$ cat src/u8nl_pkg.sv
// Shared types, constants and decode helpers for the UTF-8 decoder with newline normalization.
package u8nl_pkg;

  localparam int BYTE_W = 8;
  localparam int CP_W   = 21;

  localparam logic [CP_W-1:0] CP_REPL = 21'h00FFFD;
  localparam logic [CP_W-1:0] CP_LF   = 21'h00000A;
  localparam logic [CP_W-1:0] CP_FF   = 21'h00000C;
  localparam logic [CP_W-1:0] CP_CR   = 21'h00000D;
  localparam logic [CP_W-1:0] CP_NUL  = 21'h000000;

  localparam logic [BYTE_W-1:0] CONT_LO     = 8'h80;
  localparam logic [BYTE_W-1:0] CONT_HI     = 8'hBF;
  localparam logic [BYTE_W-1:0] ASCII_MAX   = 8'h7F;
  localparam logic [BYTE_W-1:0] LEAD2_MIN   = 8'hC2;
  localparam logic [BYTE_W-1:0] LEAD2_MAX   = 8'hDF;
  localparam logic [BYTE_W-1:0] LEAD3_MIN   = 8'hE0;
  localparam logic [BYTE_W-1:0] LEAD3_MAX   = 8'hEF;
  localparam logic [BYTE_W-1:0] LEAD3_SURR  = 8'hED;
  localparam logic [BYTE_W-1:0] LEAD4_MIN   = 8'hF0;
  localparam logic [BYTE_W-1:0] LEAD4_MAX   = 8'hF4;
  localparam logic [BYTE_W-1:0] E0_LO       = 8'hA0;
  localparam logic [BYTE_W-1:0] ED_HI       = 8'h9F;
  localparam logic [BYTE_W-1:0] F0_LO       = 8'h90;
  localparam logic [BYTE_W-1:0] F4_HI       = 8'h8F;
  localparam logic [BYTE_W-1:0] NUL_BYTE    = 8'h00;

  typedef struct packed {
    logic [CP_W-1:0]   pv;
    logic [1:0]        need;
    logic [1:0]        seen;
    logic [BYTE_W-1:0] lo;
    logic [BYTE_W-1:0] hi;
    logic              acr;
    logic              stopped;
  } state_t;

  localparam state_t STATE_RST = '{pv: '0, need: 2'd0, seen: 2'd0, lo: CONT_LO, hi: CONT_HI,
                                   acr: 1'b0, stopped: 1'b0};

  // Results of one byte: count 0..2 and the code points in order
  typedef struct packed {
    logic [1:0]      cnt;
    logic [CP_W-1:0] cp0;
    logic [CP_W-1:0] cp1;
  } res_t;

  typedef struct packed {
    logic            put;
    logic [CP_W-1:0] cp;
    logic            acr;
  } norm_t;

  typedef struct packed {
    logic              emit;
    logic [CP_W-1:0]   cp;
    logic [1:0]        need;
    logic [CP_W-1:0]   pv;
    logic [BYTE_W-1:0] lo;
    logic [BYTE_W-1:0] hi;
  } lead_t;

  // Newline normalization of one emitted code point
  function automatic norm_t norm(input logic [CP_W-1:0] cp, input logic acr);
    norm_t r;
    r.put = 1'b1;
    r.cp  = cp;
    r.acr = 1'b0;
    if (cp == CP_FF) begin
      r.cp = CP_LF;
    end else if (cp == CP_CR) begin
      r.cp  = CP_LF;
      r.acr = 1'b1;
    end else if (cp == CP_LF) begin
      r.put = ~acr;
    end else if (cp == CP_NUL) begin
      r.cp = CP_REPL;
    end
    return r;
  endfunction

  // Lead byte handling from a cleared sequence
  function automatic lead_t lead(input logic [BYTE_W-1:0] b);
    lead_t r;
    r.emit = 1'b0;
    r.cp   = '0;
    r.need = 2'd0;
    r.pv   = '0;
    r.lo   = CONT_LO;
    r.hi   = CONT_HI;
    if (b <= ASCII_MAX) begin
      r.emit = 1'b1;
      r.cp   = {{(CP_W-BYTE_W){1'b0}}, b};
    end else if (b >= LEAD2_MIN && b <= LEAD2_MAX) begin
      r.need = 2'd1;
      r.pv   = {{(CP_W-5){1'b0}}, b[4:0]};
    end else if (b >= LEAD3_MIN && b <= LEAD3_MAX) begin
      r.need = 2'd2;
      r.pv   = {{(CP_W-4){1'b0}}, b[3:0]};
      if (b == LEAD3_MIN) begin
        r.lo = E0_LO;
      end else if (b == LEAD3_SURR) begin
        r.hi = ED_HI;
      end
    end else if (b >= LEAD4_MIN && b <= LEAD4_MAX) begin
      r.need = 2'd3;
      r.pv   = {{(CP_W-3){1'b0}}, b[2:0]};
      if (b == LEAD4_MIN) begin
        r.lo = F0_LO;
      end else if (b == LEAD4_MAX) begin
        r.hi = F4_HI;
      end
    end else begin
      r.emit = 1'b1;
      r.cp   = CP_REPL;
    end
    return r;
  endfunction

endpackage

$ cat src/u8nl_in_if.sv
// Byte input channel: valid/ready handshake with one text byte and its end-of-text mark.
interface u8nl_in_if;
  logic                        valid;
  logic                        ready;
  logic [u8nl_pkg::BYTE_W-1:0] data_byte;
  logic                        end_of_text;

  modport source(output valid, output data_byte, output end_of_text, input ready);
  modport sink(input valid, input data_byte, input end_of_text, output ready);
endinterface

$ cat src/u8nl_out_if.sv
// Code point output channel: valid/ready handshake with one code point and a last-of-run flag.
interface u8nl_out_if;
  logic                      valid;
  logic                      ready;
  logic [u8nl_pkg::CP_W-1:0] code_point;
  logic                      last_of_run;

  modport source(output valid, output code_point, output last_of_run, input ready);
  modport sink(input valid, input code_point, input last_of_run, output ready);
endinterface

$ cat src/u8nl_decode.sv
// Decode state register and the per-byte UTF-8 decode and newline normalization logic.
module u8nl_decode (
  input  logic                        clk,
  input  logic                        rst_n,
  input  logic                        fire,
  input  logic [u8nl_pkg::BYTE_W-1:0] data_byte,
  input  logic                        end_of_text,
  output u8nl_pkg::res_t              res
);
  import u8nl_pkg::*;

  state_t state_r;
  state_t state_nxt;

  always_comb begin
    state_t          s;
    lead_t           ld;
    norm_t           nm;
    logic            a_vld;
    logic [CP_W-1:0] a_cp;
    logic            b_vld;
    logic            c_vld;
    logic            do_lead;
    logic [1:0]      seen_inc;
    logic [CP_W-1:0] pv_inc;
    logic            acr;
    logic [1:0]      n;
    logic [CP_W-1:0] cp0;
    logic [CP_W-1:0] cp1;

    s        = state_r;
    ld       = lead(data_byte);
    nm       = '0;
    a_vld    = 1'b0;
    a_cp     = CP_REPL;
    do_lead  = 1'b0;
    seen_inc = state_r.seen + 2'd1;
    pv_inc   = {state_r.pv[CP_W-7:0], data_byte[5:0]};

    if (!state_r.stopped) begin
      if (data_byte == NUL_BYTE) begin
        a_vld     = (state_r.need != 2'd0);
        s         = STATE_RST;
        s.acr     = state_r.acr;
        s.stopped = 1'b1;
      end else if (state_r.need == 2'd0) begin
        do_lead = 1'b1;
      end else if (data_byte < state_r.lo || data_byte > state_r.hi) begin
        a_vld   = 1'b1;
        do_lead = 1'b1;
      end else if (seen_inc >= state_r.need) begin
        a_vld = 1'b1;
        a_cp  = pv_inc;
        s     = STATE_RST;
        s.acr = state_r.acr;
      end else begin
        s.lo   = CONT_LO;
        s.hi   = CONT_HI;
        s.pv   = pv_inc;
        s.seen = seen_inc;
      end
    end

    b_vld = do_lead & ld.emit;
    if (do_lead) begin
      s.pv   = ld.pv;
      s.need = ld.need;
      s.seen = 2'd0;
      s.lo   = ld.lo;
      s.hi   = ld.hi;
    end

    c_vld = end_of_text & ~s.stopped & (s.need != 2'd0);

    // Normalize the up to three candidate emissions in order
    acr = state_r.acr;
    n   = 2'd0;
    cp0 = CP_REPL;
    cp1 = CP_REPL;
    if (a_vld) begin
      nm  = norm(a_cp, acr);
      acr = nm.acr;
      if (nm.put) begin
        cp0 = nm.cp;
        n   = 2'd1;
      end
    end
    if (b_vld) begin
      nm  = norm(ld.cp, acr);
      acr = nm.acr;
      if (nm.put) begin
        if (n == 2'd0) begin
          cp0 = nm.cp;
        end else begin
          cp1 = nm.cp;
        end
        n = n + 2'd1;
      end
    end
    if (c_vld && n != 2'd2) begin
      if (n == 2'd0) begin
        cp0 = CP_REPL;
      end else begin
        cp1 = CP_REPL;
      end
      n = n + 2'd1;
    end
    s.acr = acr;

    if (end_of_text) begin
      s = STATE_RST;
    end

    state_nxt = s;
    res.cnt   = n;
    res.cp0   = cp0;
    res.cp1   = cp1;
  end

  always_ff @(posedge clk) begin
    if (!rst_n) begin
      state_r <= STATE_RST;
    end else if (fire) begin
      state_r <= state_nxt;
    end
  end

  // A stopped decoder produces nothing for any byte
  a_stopped_quiet: assert property (@(posedge clk) disable iff (!rst_n)
    (fire && state_r.stopped) |-> (res.cnt == 2'd0))
    else $error("stopped decoder produced a result");

  // End of text leaves the reset state behind
  a_eot_resets: assert property (@(posedge clk) disable iff (!rst_n)
    (fire && end_of_text) |=> (state_r == STATE_RST))
    else $error("state not reset after end of text");

  // Never more than two results per byte
  a_cnt_range: assert property (@(posedge clk) disable iff (!rst_n)
    fire |-> (res.cnt != 2'd3))
    else $error("result count out of range");

endmodule

$ cat src/u8nl_outbuf.sv
// Result buffer that holds the results of one byte and hands them out one per transfer.
module u8nl_outbuf (
  input  logic                  clk,
  input  logic                  rst_n,
  input  logic                  load,
  input  u8nl_pkg::res_t        res,
  output logic                  can_load,
  u8nl_out_if.source            out_if
);
  import u8nl_pkg::*;

  logic [1:0]      cnt_r;
  logic [1:0]      cnt_nxt;
  logic [CP_W-1:0] slot0_r;
  logic [CP_W-1:0] slot1_r;
  logic            xfer;

  assign xfer     = out_if.valid & out_if.ready;
  assign can_load = (cnt_r == 2'd0) || (cnt_r == 2'd1 && out_if.ready);

  assign out_if.valid       = (cnt_r != 2'd0);
  assign out_if.code_point  = slot0_r;
  assign out_if.last_of_run = (cnt_r == 2'd1);

  always_comb begin
    cnt_nxt = cnt_r;
    if (load) begin
      cnt_nxt = res.cnt;
    end else if (xfer) begin
      cnt_nxt = cnt_r - 2'd1;
    end
  end

  always_ff @(posedge clk) begin
    if (!rst_n) begin
      cnt_r <= 2'd0;
    end else begin
      cnt_r <= cnt_nxt;
    end
  end

  always_ff @(posedge clk) begin
    if (load) begin
      slot0_r <= res.cp0;
      slot1_r <= res.cp1;
    end else if (xfer) begin
      slot0_r <= slot1_r;
    end
  end

  // No load while a second result still waits
  a_no_overwrite: assert property (@(posedge clk) disable iff (!rst_n)
    (cnt_r == 2'd2) |-> !load)
    else $error("result buffer overwritten");

  // A pair of results shows first the non-final one
  a_pair_order: assert property (@(posedge clk) disable iff (!rst_n)
    (load && res.cnt == 2'd2) |=> (out_if.valid && !out_if.last_of_run))
    else $error("pair of results out of order");

  // A byte with no results leaves the output idle
  a_empty_load: assert property (@(posedge clk) disable iff (!rst_n)
    (load && res.cnt == 2'd0) |=> !out_if.valid)
    else $error("result shown for a byte without results");

endmodule

$ cat src/utf8_decode_newline_normalize_top.sv
// Top level of the UTF-8 decoder with newline normalization.
//
//  channel   dir  handshake            payload
//  in_if     in   valid/ready          data_byte[7:0], end_of_text
//  out_if    out  valid/ready          code_point[20:0], last_of_run
//
//  Each byte is held in the input register, then decoded combinationally into the result
//  buffer; a byte with one result sustains one byte per cycle while the output is ready.
//  A byte with two results holds the buffer for two output transfers, so the rate is
//  one result per transfer, set by the single output port.
//  rst_n is synchronous; it clears the decode state, the input register and the buffer.
//  Output stalls back up through the result buffer into the input register.
module utf8_decode_newline_normalize_top (
  input  logic       clk,
  input  logic       rst_n,
  u8nl_in_if.sink    in_if,
  u8nl_out_if.source out_if
);
  import u8nl_pkg::*;

  logic              in_vld_r;
  logic [BYTE_W-1:0] in_byte_r;
  logic              in_eot_r;
  logic              can_load;
  logic              fire;
  res_t              res;

  assign fire        = in_vld_r & can_load;
  assign in_if.ready = ~in_vld_r | fire;

  always_ff @(posedge clk) begin
    if (!rst_n) begin
      in_vld_r <= 1'b0;
    end else if (in_if.ready) begin
      in_vld_r <= in_if.valid;
    end
  end

  always_ff @(posedge clk) begin
    if (in_if.ready && in_if.valid) begin
      in_byte_r <= in_if.data_byte;
      in_eot_r  <= in_if.end_of_text;
    end
  end

  u8nl_decode u_decode (
    .clk         (clk),
    .rst_n       (rst_n),
    .fire        (fire),
    .data_byte   (in_byte_r),
    .end_of_text (in_eot_r),
    .res         (res)
  );

  u8nl_outbuf u_outbuf (
    .clk      (clk),
    .rst_n    (rst_n),
    .load     (fire),
    .res      (res),
    .can_load (can_load),
    .out_if   (out_if)
  );

  // A held input byte is decoded as soon as the buffer can take its results
  a_fire_when_free: assert property (@(posedge clk) disable iff (!rst_n)
    (in_vld_r && !out_if.valid) |-> fire)
    else $error("input byte held while buffer empty");

endmodule

$ cat src/flat_wrapper.sv
// flat-port wrapper written by rule: the top's interface ports become plain ports
module utf8_decode_newline_normalize_top_flat import u8nl_pkg::*;
  (clk, rst_n, in_if_valid, in_if_data_byte, in_if_end_of_text, in_if_ready, out_if_valid, out_if_code_point, out_if_last_of_run, out_if_ready);
  u8nl_in_if in_if_i ();
  u8nl_out_if out_if_i ();
  input  logic clk;
  input  logic rst_n;
  input wire logic [$bits(in_if_i.valid)-1:0] in_if_valid;
  input wire logic [$bits(in_if_i.data_byte)-1:0] in_if_data_byte;
  input wire logic [$bits(in_if_i.end_of_text)-1:0] in_if_end_of_text;
  output wire logic [$bits(in_if_i.ready)-1:0] in_if_ready;
  output wire logic [$bits(out_if_i.valid)-1:0] out_if_valid;
  output wire logic [$bits(out_if_i.code_point)-1:0] out_if_code_point;
  output wire logic [$bits(out_if_i.last_of_run)-1:0] out_if_last_of_run;
  input wire logic [$bits(out_if_i.ready)-1:0] out_if_ready;
  assign in_if_i.valid = in_if_valid;
  assign in_if_i.data_byte = in_if_data_byte;
  assign in_if_i.end_of_text = in_if_end_of_text;
  assign in_if_ready = in_if_i.ready;
  assign out_if_valid = out_if_i.valid;
  assign out_if_code_point = out_if_i.code_point;
  assign out_if_last_of_run = out_if_i.last_of_run;
  assign out_if_i.ready = out_if_ready;
  utf8_decode_newline_normalize_top u_core (.clk(clk), .rst_n(rst_n), .in_if(in_if_i), .out_if(out_if_i));
endmodule
$ cat config.mk
export PLATFORM = sky130hd
export DESIGN_NAME = utf8_decode_newline_normalize_top_flat
export DESIGN_NICKNAME = d
export VERILOG_FILES = /design/src/u8nl_pkg.sv /design/src/u8nl_in_if.sv /design/src/u8nl_out_if.sv /design/src/u8nl_decode.sv /design/src/u8nl_outbuf.sv /design/src/utf8_decode_newline_normalize_top.sv /design/src/flat_wrapper.sv
export SDC_FILE = /design/constraint.sdc
export NUM_CORES = 1
export LEC_CHECK = 0
export ABC_AREA = 1
export BUFFER_PORTS_ARGS = -buffer_cell sky130_fd_sc_hd__buf_4
export CAP_MARGIN = 20
export CELL_PAD_IN_SITES_DETAIL_PLACEMENT = 0
export CELL_PAD_IN_SITES_GLOBAL_PLACEMENT = 1
export CORE_ASPECT_RATIO = 1.2
export CORE_MARGIN = 5
export CORE_UTILIZATION = 38
export CTS_CLUSTER_SIZE = 40
export DETAILED_ROUTE_END_ITERATION = 8
export GPL_ROUTABILITY_DRIVEN = 0
export PLACE_DENSITY_LB_ADDON = 0.1
export SYNTH_ARGS = -nofsm -noshare
export SYNTH_HDL_FRONTEND = slang
export SYNTH_SLANG_ARGS = --single-unit
$ cat constraint.sdc
create_clock -name clk -period 6.8 [get_ports clk]
set_input_delay 0.34 -clock clk [delete_from_list [all_inputs] [get_ports clk]]
set_output_delay 0.34 -clock clk [all_outputs]
set_load 0.01 [all_outputs]
==> metrics.cfg, run 1 <==
[critical_path]
crit_chain=ha_1 -> inv_2 -> nor2_1 -> nand3_1 -> nand3b_4 -> a21boi_4 -> nand3_1 -> nand2_1 -> o21bai_4 -> inv_4 -> ha_1 -> or2_1 -> nand2_1 -> ha_1 -> nor3_1 -> nand3_1 -> nand2_1 -> inv_2 -> nand3_1 -> nand2_1 -> nand2_1
critPathCaptureType=register
crit_fanout=9
slowest_delay_ns=0.56
criticalPathCategory=register to register
start_kind=register
r2r_slack_ns=2.64
reg2regPathDepth=21
critPathMostFrequentCell=nand2_1
critPathSlowestCell=edfxtp_1
cp_data_required_time_ns=7.00
reg2reg_to=u_core.u_outbuf.out_if.code_point[10]
r2r-start=u_core.in_byte_r[7]
critPathArrivalTime_ns=4.35

[global_route]
grt_usage_pct=17.3
grt_max_degree=31
grt_pass1_vias=3435
grt_pass1_wl_um=17800
grt_overflow=0
antenna_found_initial=0

[synth]
ys_warn_count=0
synth.avg_cell_area_um2=7.82
seq_area_frac_synth_pct=41.9
ys_seq_elements=68
synth_cell_types=48
synth_area_mm2=0.00418
synth_top_area_share_pct=28.0
synth_cells=534
ys.flop_type=edfxtp_1
yosys-top-cells-area=edfxtp_1, dfxtp_1, nand2_1, inv_1, nand3_1
yosys.area.top_type=edfxtp_1
synth_edf_count=39
async_reset_ff_share_pct=0
synth_fp_nets=563

[floorplanning]
die_y_um=125
core-area_mm2=0.0109
start_util_pct=38.4
ios=37
die_area_mm2=0.0132
num_rows=42
die_w_um=106

[pwr]
swShare_pct=32.8
cellPowerDensity_mw_per_mm2=308
pwr-share-seq_pct=36.9
combinationalPowerShare_pct=30.1
leakagePower_nw=2.11
vdd_drop_max_mv=0.130
p_switching_w=0.000496
power.internal_w=0.00101
finalPower_w=0.00151
pwr-share-clk_pct=33.0

[clocking]
htreeDepth=3
clock_latency_ns=0.34
cts_root_buffer=clkbuf_16
cts_resized=0
cts_inserted_buffers=9
cts_tree=done
postCtsSetupRepairBufs=0
clk_pin_slew_ns=0.06
ctsHoldBuffers=0
clock-sinks=68
cts_buffer_depth=2

[hold_path]
worst_hold_path.endpoint=u_core.in_byte_r[7]
hp-start=in_if_data_byte[7]
hold_path_class=input port to register
min_path_cells=1

[finish]
layout-drive-gt1-share_pct=19.9
antenna_cells=0
fin_nets=602
area_growth_pct=17.4
fin_cells=710
n_fill_cell=1104

[routing]
antenna_left=0
post_drt_wl_per_cell_um=15.8
route.met2.wl_um=5390
wl_met3_um=452
drc=0
wl_um=11200
highest_layer=met4
viasPerCell=5.01
drt-initial-drc-count=247
wl_met1_um=4880
dr_total_vias=3555
dr.pass1.iters=4

[sta]
clock_skew_ns=0.00520
drv_slew=0
setup_viol=0
max_clock_freq_mhz=241
fin_crit_ns=4.16
fin_crit_sh_pct=61.1
rsz0062_at_grt=no
tns_ns=0
relSlewSlack_pct=48.9
worst_slew_pin_slew_ns=0.760
hold_viol=0

[place]
place_inst=693
numPortBuffers=36
place_hpwl_um=8760

[flow_run]
maxCapViolCount=0

[outcome]
status=complete, no violations

[cell usage after synthesis (2+ instances only)]
library cell / n
nor2_2: 5
dfxtp_1: 29
or2_2: 4
nand3_1: 43
buf_4: 2
o21ai_1: 4
inv_4: 3
nand2_2: 10
a21oi_1: 22
clkbuf_1: 3
nor2_4: 5
nor2_1: 36
o22ai_1: 10
inv_2: 14
edfxtp_1: 39
buf_2: 2
nand2_4: 6
nor4_1: 3
inv_1: 65
buf_6: 2
nor3_1: 8
nand3_2: 3
ha_1: 16
o21ai_0: 15
o211ai_1: 2
o32ai_1: 3
nand2_1: 147
nand4_1: 13
[critical path, delay by kind of cell (launching register included)]
| family | cells | cell delay, ns |
|---|---|---|
| AOI/OAI and AO/OA | 2 | 0.56 |
| adders and majority gates | 3 | 0.88 |
| buffers and inverters | 3 | 0.23 |
| DFF | 1 | 0.56 |
| and+or+nand+nor | 13 | 1.78 |
[power by group through the flow]
stage | clock network, W | registers, W | logic (W)
2_1_floorplan | 0 | 0.000583 | 0.000254
3_3_place_gp | 0 | 0.000568 | 0.000432
3_5_place_dp | 0 | 0.000569 | 0.000436
4_1_cts | 0.000510 | 0.000561 | 0.000437
5_1_grt | 0.000526 | 0.000563 | 0.000507
6_report | 0.000498 | 0.000557 | 0.000454
[logic make-up (layout without fill, tap and decap cells)]
| family | after synthesis | count (layout) | synth area share, % |
|---|---|---|---|
| xor+xnor | 1 | 1 | 0.210 |
| simple gates | 292 | 292 | 34.1 |
| buf+inv | 92 | 136 | 9.04 |
| compound gates | 65 | 65 | 9.94 |
| fa+ha+maj | 16 | 16 | 4.79 |
| flops | 68 | 68 | 41.9 |
[per-stage QoR]
stage	worst slack [ns]	cell area [µm²]	hold WS (ns)	utilization (%)
2_1_floorplan	3.34	4180	0.439	-
3_3_place_gp	2.78	4560	0.463	41.9
3_5_place_dp	2.66	4560	0.468	41.9
4_1_cts	2.64	4880	0.161	44.8
5_1_grt	2.26	4910	0.163	45.1
6_report	2.64	4910	0.169	45.1
[sequential cells by signal, indices dropped and copies added (netlist names)]
register	flops
u_core.in_byte_r	8
u_core.in_eot_r	1
u_core.in_vld_r	1
u_core.u_decode.state_r	26
u_core.u_outbuf.cnt_r	2
u_core.u_outbuf.out_if.code_point	21
u_core.u_outbuf.slot1_r	9
[worst max-delay path by stage]
stage / from / end / slack, ns / depth (start not counted)
final: u_core.in_byte_r[7] / u_core.u_outbuf.out_if.code_point[10] / 2.64 / 21
after global routing: u_core.in_byte_r[7] / u_core.u_outbuf.out_if.code_point[9] / 2.26 / 21
after CTS: u_core.in_byte_r[7] / u_core.u_outbuf.out_if.code_point[10] / 2.64 / 21
after detailed placement: u_core.in_byte_r[7] / u_core.u_outbuf.out_if.code_point[10] / 2.66 / 21
after global placement: u_core.in_byte_r[7] / u_core.u_outbuf.out_if.code_point[10] / 2.78 / 21
after floorplan: u_core.u_decode.state_r[18] / u_core.u_outbuf.out_if.code_point[10] / 3.34 / 22
[layout make-up]
cell class | instances | area, µm² | area share (%)
tap | 132 | 165 | 3.37
timing repair buffer | 38 | 305 | 6.22
inverter | 82 | 315 | 6.43
clock inverter | 5 | 53.8 | 1.10
sequential | 68 | 1750 | 35.7
clock buffer | 11 | 264 | 5.38
multi-input combinational | 374 | 2050 | 41.8
[routing by layer]
| layer | vias to the layer above | GRT usage [%] |
|---|---|---|
| li1 | 1851 | - |
| met1 | 1598 | 21.2 |
| met2 | 80 | 28.8 |
| met3 | 26 | 3.06 |
| met4 | 0 | 9.30 |
| met5 | - | 0 |
[placed cells by master (no fill, tap or decap), drive strengths merged]
cell,instances
a22oi,1
ha,16
o32ai,3
nor3,9
clkinv,1
nor2,46
o21bai,2
inv,85
bufinv,1
dfxtp,29
nand2,163
a31oi,1
o21a,1
a21boi,1
nor4,3
o211ai,2
o21ai,19
o2111ai,2
or2,5
o22ai,10
edfxtp,39
nand4,15
nor3b,1
xor2,1
o31ai,1
nand3b,2
nand3,47
buf,38
a21oi,22
clkbuf,11
and2,1
Power figures use the tool's default switching activity.
==> run 2: changes to the inputs <==
--- a/config.mk
+++ b/config.mk
@@ -5,7 +5,7 @@
 export SDC_FILE = /design/constraint.sdc
 export NUM_CORES = 1
 export LEC_CHECK = 0
-export ABC_AREA = 1
+export ABC_AREA = 0
 export BUFFER_PORTS_ARGS = -buffer_cell sky130_fd_sc_hd__buf_4
 export CAP_MARGIN = 20
 export CELL_PAD_IN_SITES_DETAIL_PLACEMENT = 0
==> constraint.sdc (replaced) <==
create_clock -name clk -period 4.1 [get_ports clk]
set_input_delay 0.205 -clock clk [delete_from_list [all_inputs] [get_ports clk]]
set_output_delay 0.205 -clock clk [all_outputs]
set_load 0.01 [all_outputs]
==> metrics.cfg, run 2 <==
[synth]
synth_cell_types=64  ; +33%
yosys-top-cells-area=edfxtp_1, dfxtp_1, ha_1, nand2_1, o21ai_0
synth_top_area_share_pct=32.3  ; +4.2 points
synth_fp_nets=403  ; -28%
synth_edf_count=39  ; unchanged
synth.avg_cell_area_um2=9.71  ; +24%
synth_area_mm2=0.00363  ; -13%
ys_warn_count=0  ; unchanged
synth_cells=374  ; -30%
synth_common_cells=nand2_1, edfxtp_1, nor2_1
seq_area_frac_synth_pct=48.3  ; +6.3 points
ys.flop_type=edfxtp_1
ys_seq_elements=68  ; unchanged
synth_most_common_cell=nand2_1
yosys.area.top_type=edfxtp_1
async_reset_ff_share_pct=0  ; unchanged

[hold_path]
hold_path_class=input port to register

[pwr]
leakagePower_nw=1.70  ; -19%
cellPowerDensity_mw_per_mm2=461  ; +50%
vdd_drop_max_mv=0.286  ; +120%

[finish]
postLayoutCoreUtil_pct=48.1  ; +3.0 points
layout_common_cells=buf_4, nand2_1, edfxtp_1
area_growth_pct=24.7
n_fill_cell=890  ; -19%
fin_cells=561  ; -21%
layout-drive-gt1-share_pct=22.1  ; +2.2 points
final_common_cell=buf_4
antenna_cells=0  ; unchanged
fin_nets=462  ; -23%
top_register=u_core.u_decode.state_r
largest_reg_flops=26  ; unchanged

[outcome]
status=complete, no violations

[routing]
drt-initial-drc-count=158  ; -36%
dr_total_vias=3050  ; -14%
drc=0  ; unchanged
wl_um=9680  ; -14%
antenna_left=0  ; unchanged
viasPerCell=5.44  ; +8.6%
post_drt_wl_per_cell_um=17.3  ; +9.5%
dr.pass1.iters=4  ; unchanged

[clocking]
htreeDepth=3  ; unchanged
ctsHoldBuffers=0  ; unchanged
cts_root_buffer=clkbuf_16
cts_buffer_depth=2  ; unchanged
cts_tree=done
clock-sinks=68  ; unchanged
cts_inserted_buffers=9  ; unchanged
clk_pin_slew_ns=0.06  ; about the same
clock_latency_ns=0.34  ; about the same

[global_route]
antenna_found_initial=0  ; unchanged
grt_pass1_wl_um=15800  ; -11%
grt_overflow=0  ; unchanged
grt_max_degree=26  ; -16%
grt_pass1_vias=3047  ; -11%
grt_usage_pct=17.6  ; +0.28 points

[floorplanning]
die_w_um=99.2  ; -6.1%
start_util_pct=38.5  ; +0.14 points
num_rows=39  ; -7.1%
die_y_um=117  ; -6.2%
ios=37  ; unchanged
core-area_mm2=0.00942  ; -13%
die_area_mm2=0.0116  ; -12%

[critical_path]
criticalPathCategory=register to register
slowest_delay_ns=0.55  ; about the same
critPathMostFrequentCell=ha_1
critPathArrivalTime_ns=3.93  ; -0.42 ns
crit_fanout=7  ; -2
critPathSlowestCell=or4_4
crit_buf_inv=0  ; -3
crit_chain=or4_4 -> nor4b_4 -> nand4_1 -> a2111oi_4 -> o21ai_2 -> ha_1 -> mux2i_1 -> ha_1 -> nor4b_1 -> nand2_1 -> o21ai_1 -> nor2_1 -> and3_1
cp_top_family=simple AND/OR/NAND/NOR gates
cp_data_required_time_ns=4.19  ; -2.81 ns
start_kind=register
critPathCaptureType=register

[sta]
fin_crit_ns=3.84  ; -0.312 ns
rsz0062_at_grt=no
clock_skew_ns=0.00726  ; +0.00206 ns
holdWs_ns=0.0413  ; -0.128 ns
hold_viol=0  ; unchanged
fin_crit_sh_pct=93.8  ; +33 points
setup_viol=0  ; unchanged
worst_slew_pin_slew_ns=0.847  ; +0.0867 ns
drv_slew=0  ; unchanged
relSlewSlack_pct=43.0  ; -5.9 points
max_clock_freq_mhz=260  ; +8.1%
tns_ns=0  ; unchanged

[place]
place_inst=544  ; -22%
numPortBuffers=36  ; unchanged
place_hpwl_um=7390  ; -16%

[flow_run]
maxCapViolCount=0  ; unchanged

## run 2: power by group
| part | internal, W | total (W) | switching, W | leakage, nW |
|---|---|---|---|---|
| Sequential | 0.000802 | 0.000831 | 0.0000294 | 0.556 |
| Combinational | 0.000167 | 0.000418 | 0.000251 | 0.992 |
| Clock | 0.000536 | 0.000838 | 0.000302 | 0.156 |
## run 2: timing repair
item | in CTS | in global routing
endpoints found under the hold margin | 0 | 0
gates resized for setup | 0 | 1
setup buffers | 0 | 1
endpoints found under the setup margin | 0 | 15
## run 2: final timing paths
kind / cells after the start / startpoint / slack, ns / end
max: 13 / u_core.in_byte_r[4] / 0.26 / u_core.u_outbuf.out_if.code_point[20]
min: 1 / in_if_data_byte[2] / 0.04 / u_core.in_byte_r[2]
max reg2reg: 13 / u_core.in_byte_r[4] / 0.26 / u_core.u_outbuf.out_if.code_point[20]
min reg2reg: 2 / u_core.u_decode.state_r[6] / 0.46 / u_core.u_decode.state_r[6]
## run 2: worst reg2reg max path, delay by kind of cell, from the launching register on
family	cells	cell delay (ns)
DFF	1	0.52
and+or+nand+nor	7	1.80
muxes	1	0.08
adders and majority gates	2	0.49
AOI/OAI and AO/OA	3	0.70
## run 2: cell type report
class,count,area [µm²],share of cell area [%]
clock inverter,7,98.8,2.18
timing repair buffer,65,488,10.8
inverter,15,56.3,1.24
clock buffer,9,225,4.98
sequential,68,1750,38.7
tap,123,154,3.40
multi-input combinational,274,1750,38.7
## run 2: cell families after synthesis
group | synth area share, %
flip-flops | 48.3
AO/OA/AOI/OAI | 20.9
multiplexers | 1.45
adder cells (fa/ha/maj) | 5.52
XOR/XNOR | 0.241
AND/OR/NAND/NOR | 19.8
buffers and inverters | 3.79
## run 2: layer usage
metal / global-route usage [%] / part of all wire, % / vias up / wire (µm)
met4: 8.11 / 2.4 / 0 / 235
met1: 20.9 / 43 / 1446 / 4200
met3: 3.62 / 4.0 / 21 / 384
met5: 0 / 0 / - / 0
met2: 30.8 / 50 / 72 / 4870
li1: - / - / 1511 / -
## run 2: per-stage QoR
step | instance area [µm²] | setup WS, ns | total power [W]
after global routing | 4530 | 0.0274 | 0.00218
after global placement | 4180 | 0.228 | 0.00127
after detailed placement | 4180 | 0.211 | 0.00126
final | 4530 | 0.255 | 0.00209
after CTS | 4510 | 0.189 | 0.00211
after floorplan | 3630 | 0.287 | 0.00109
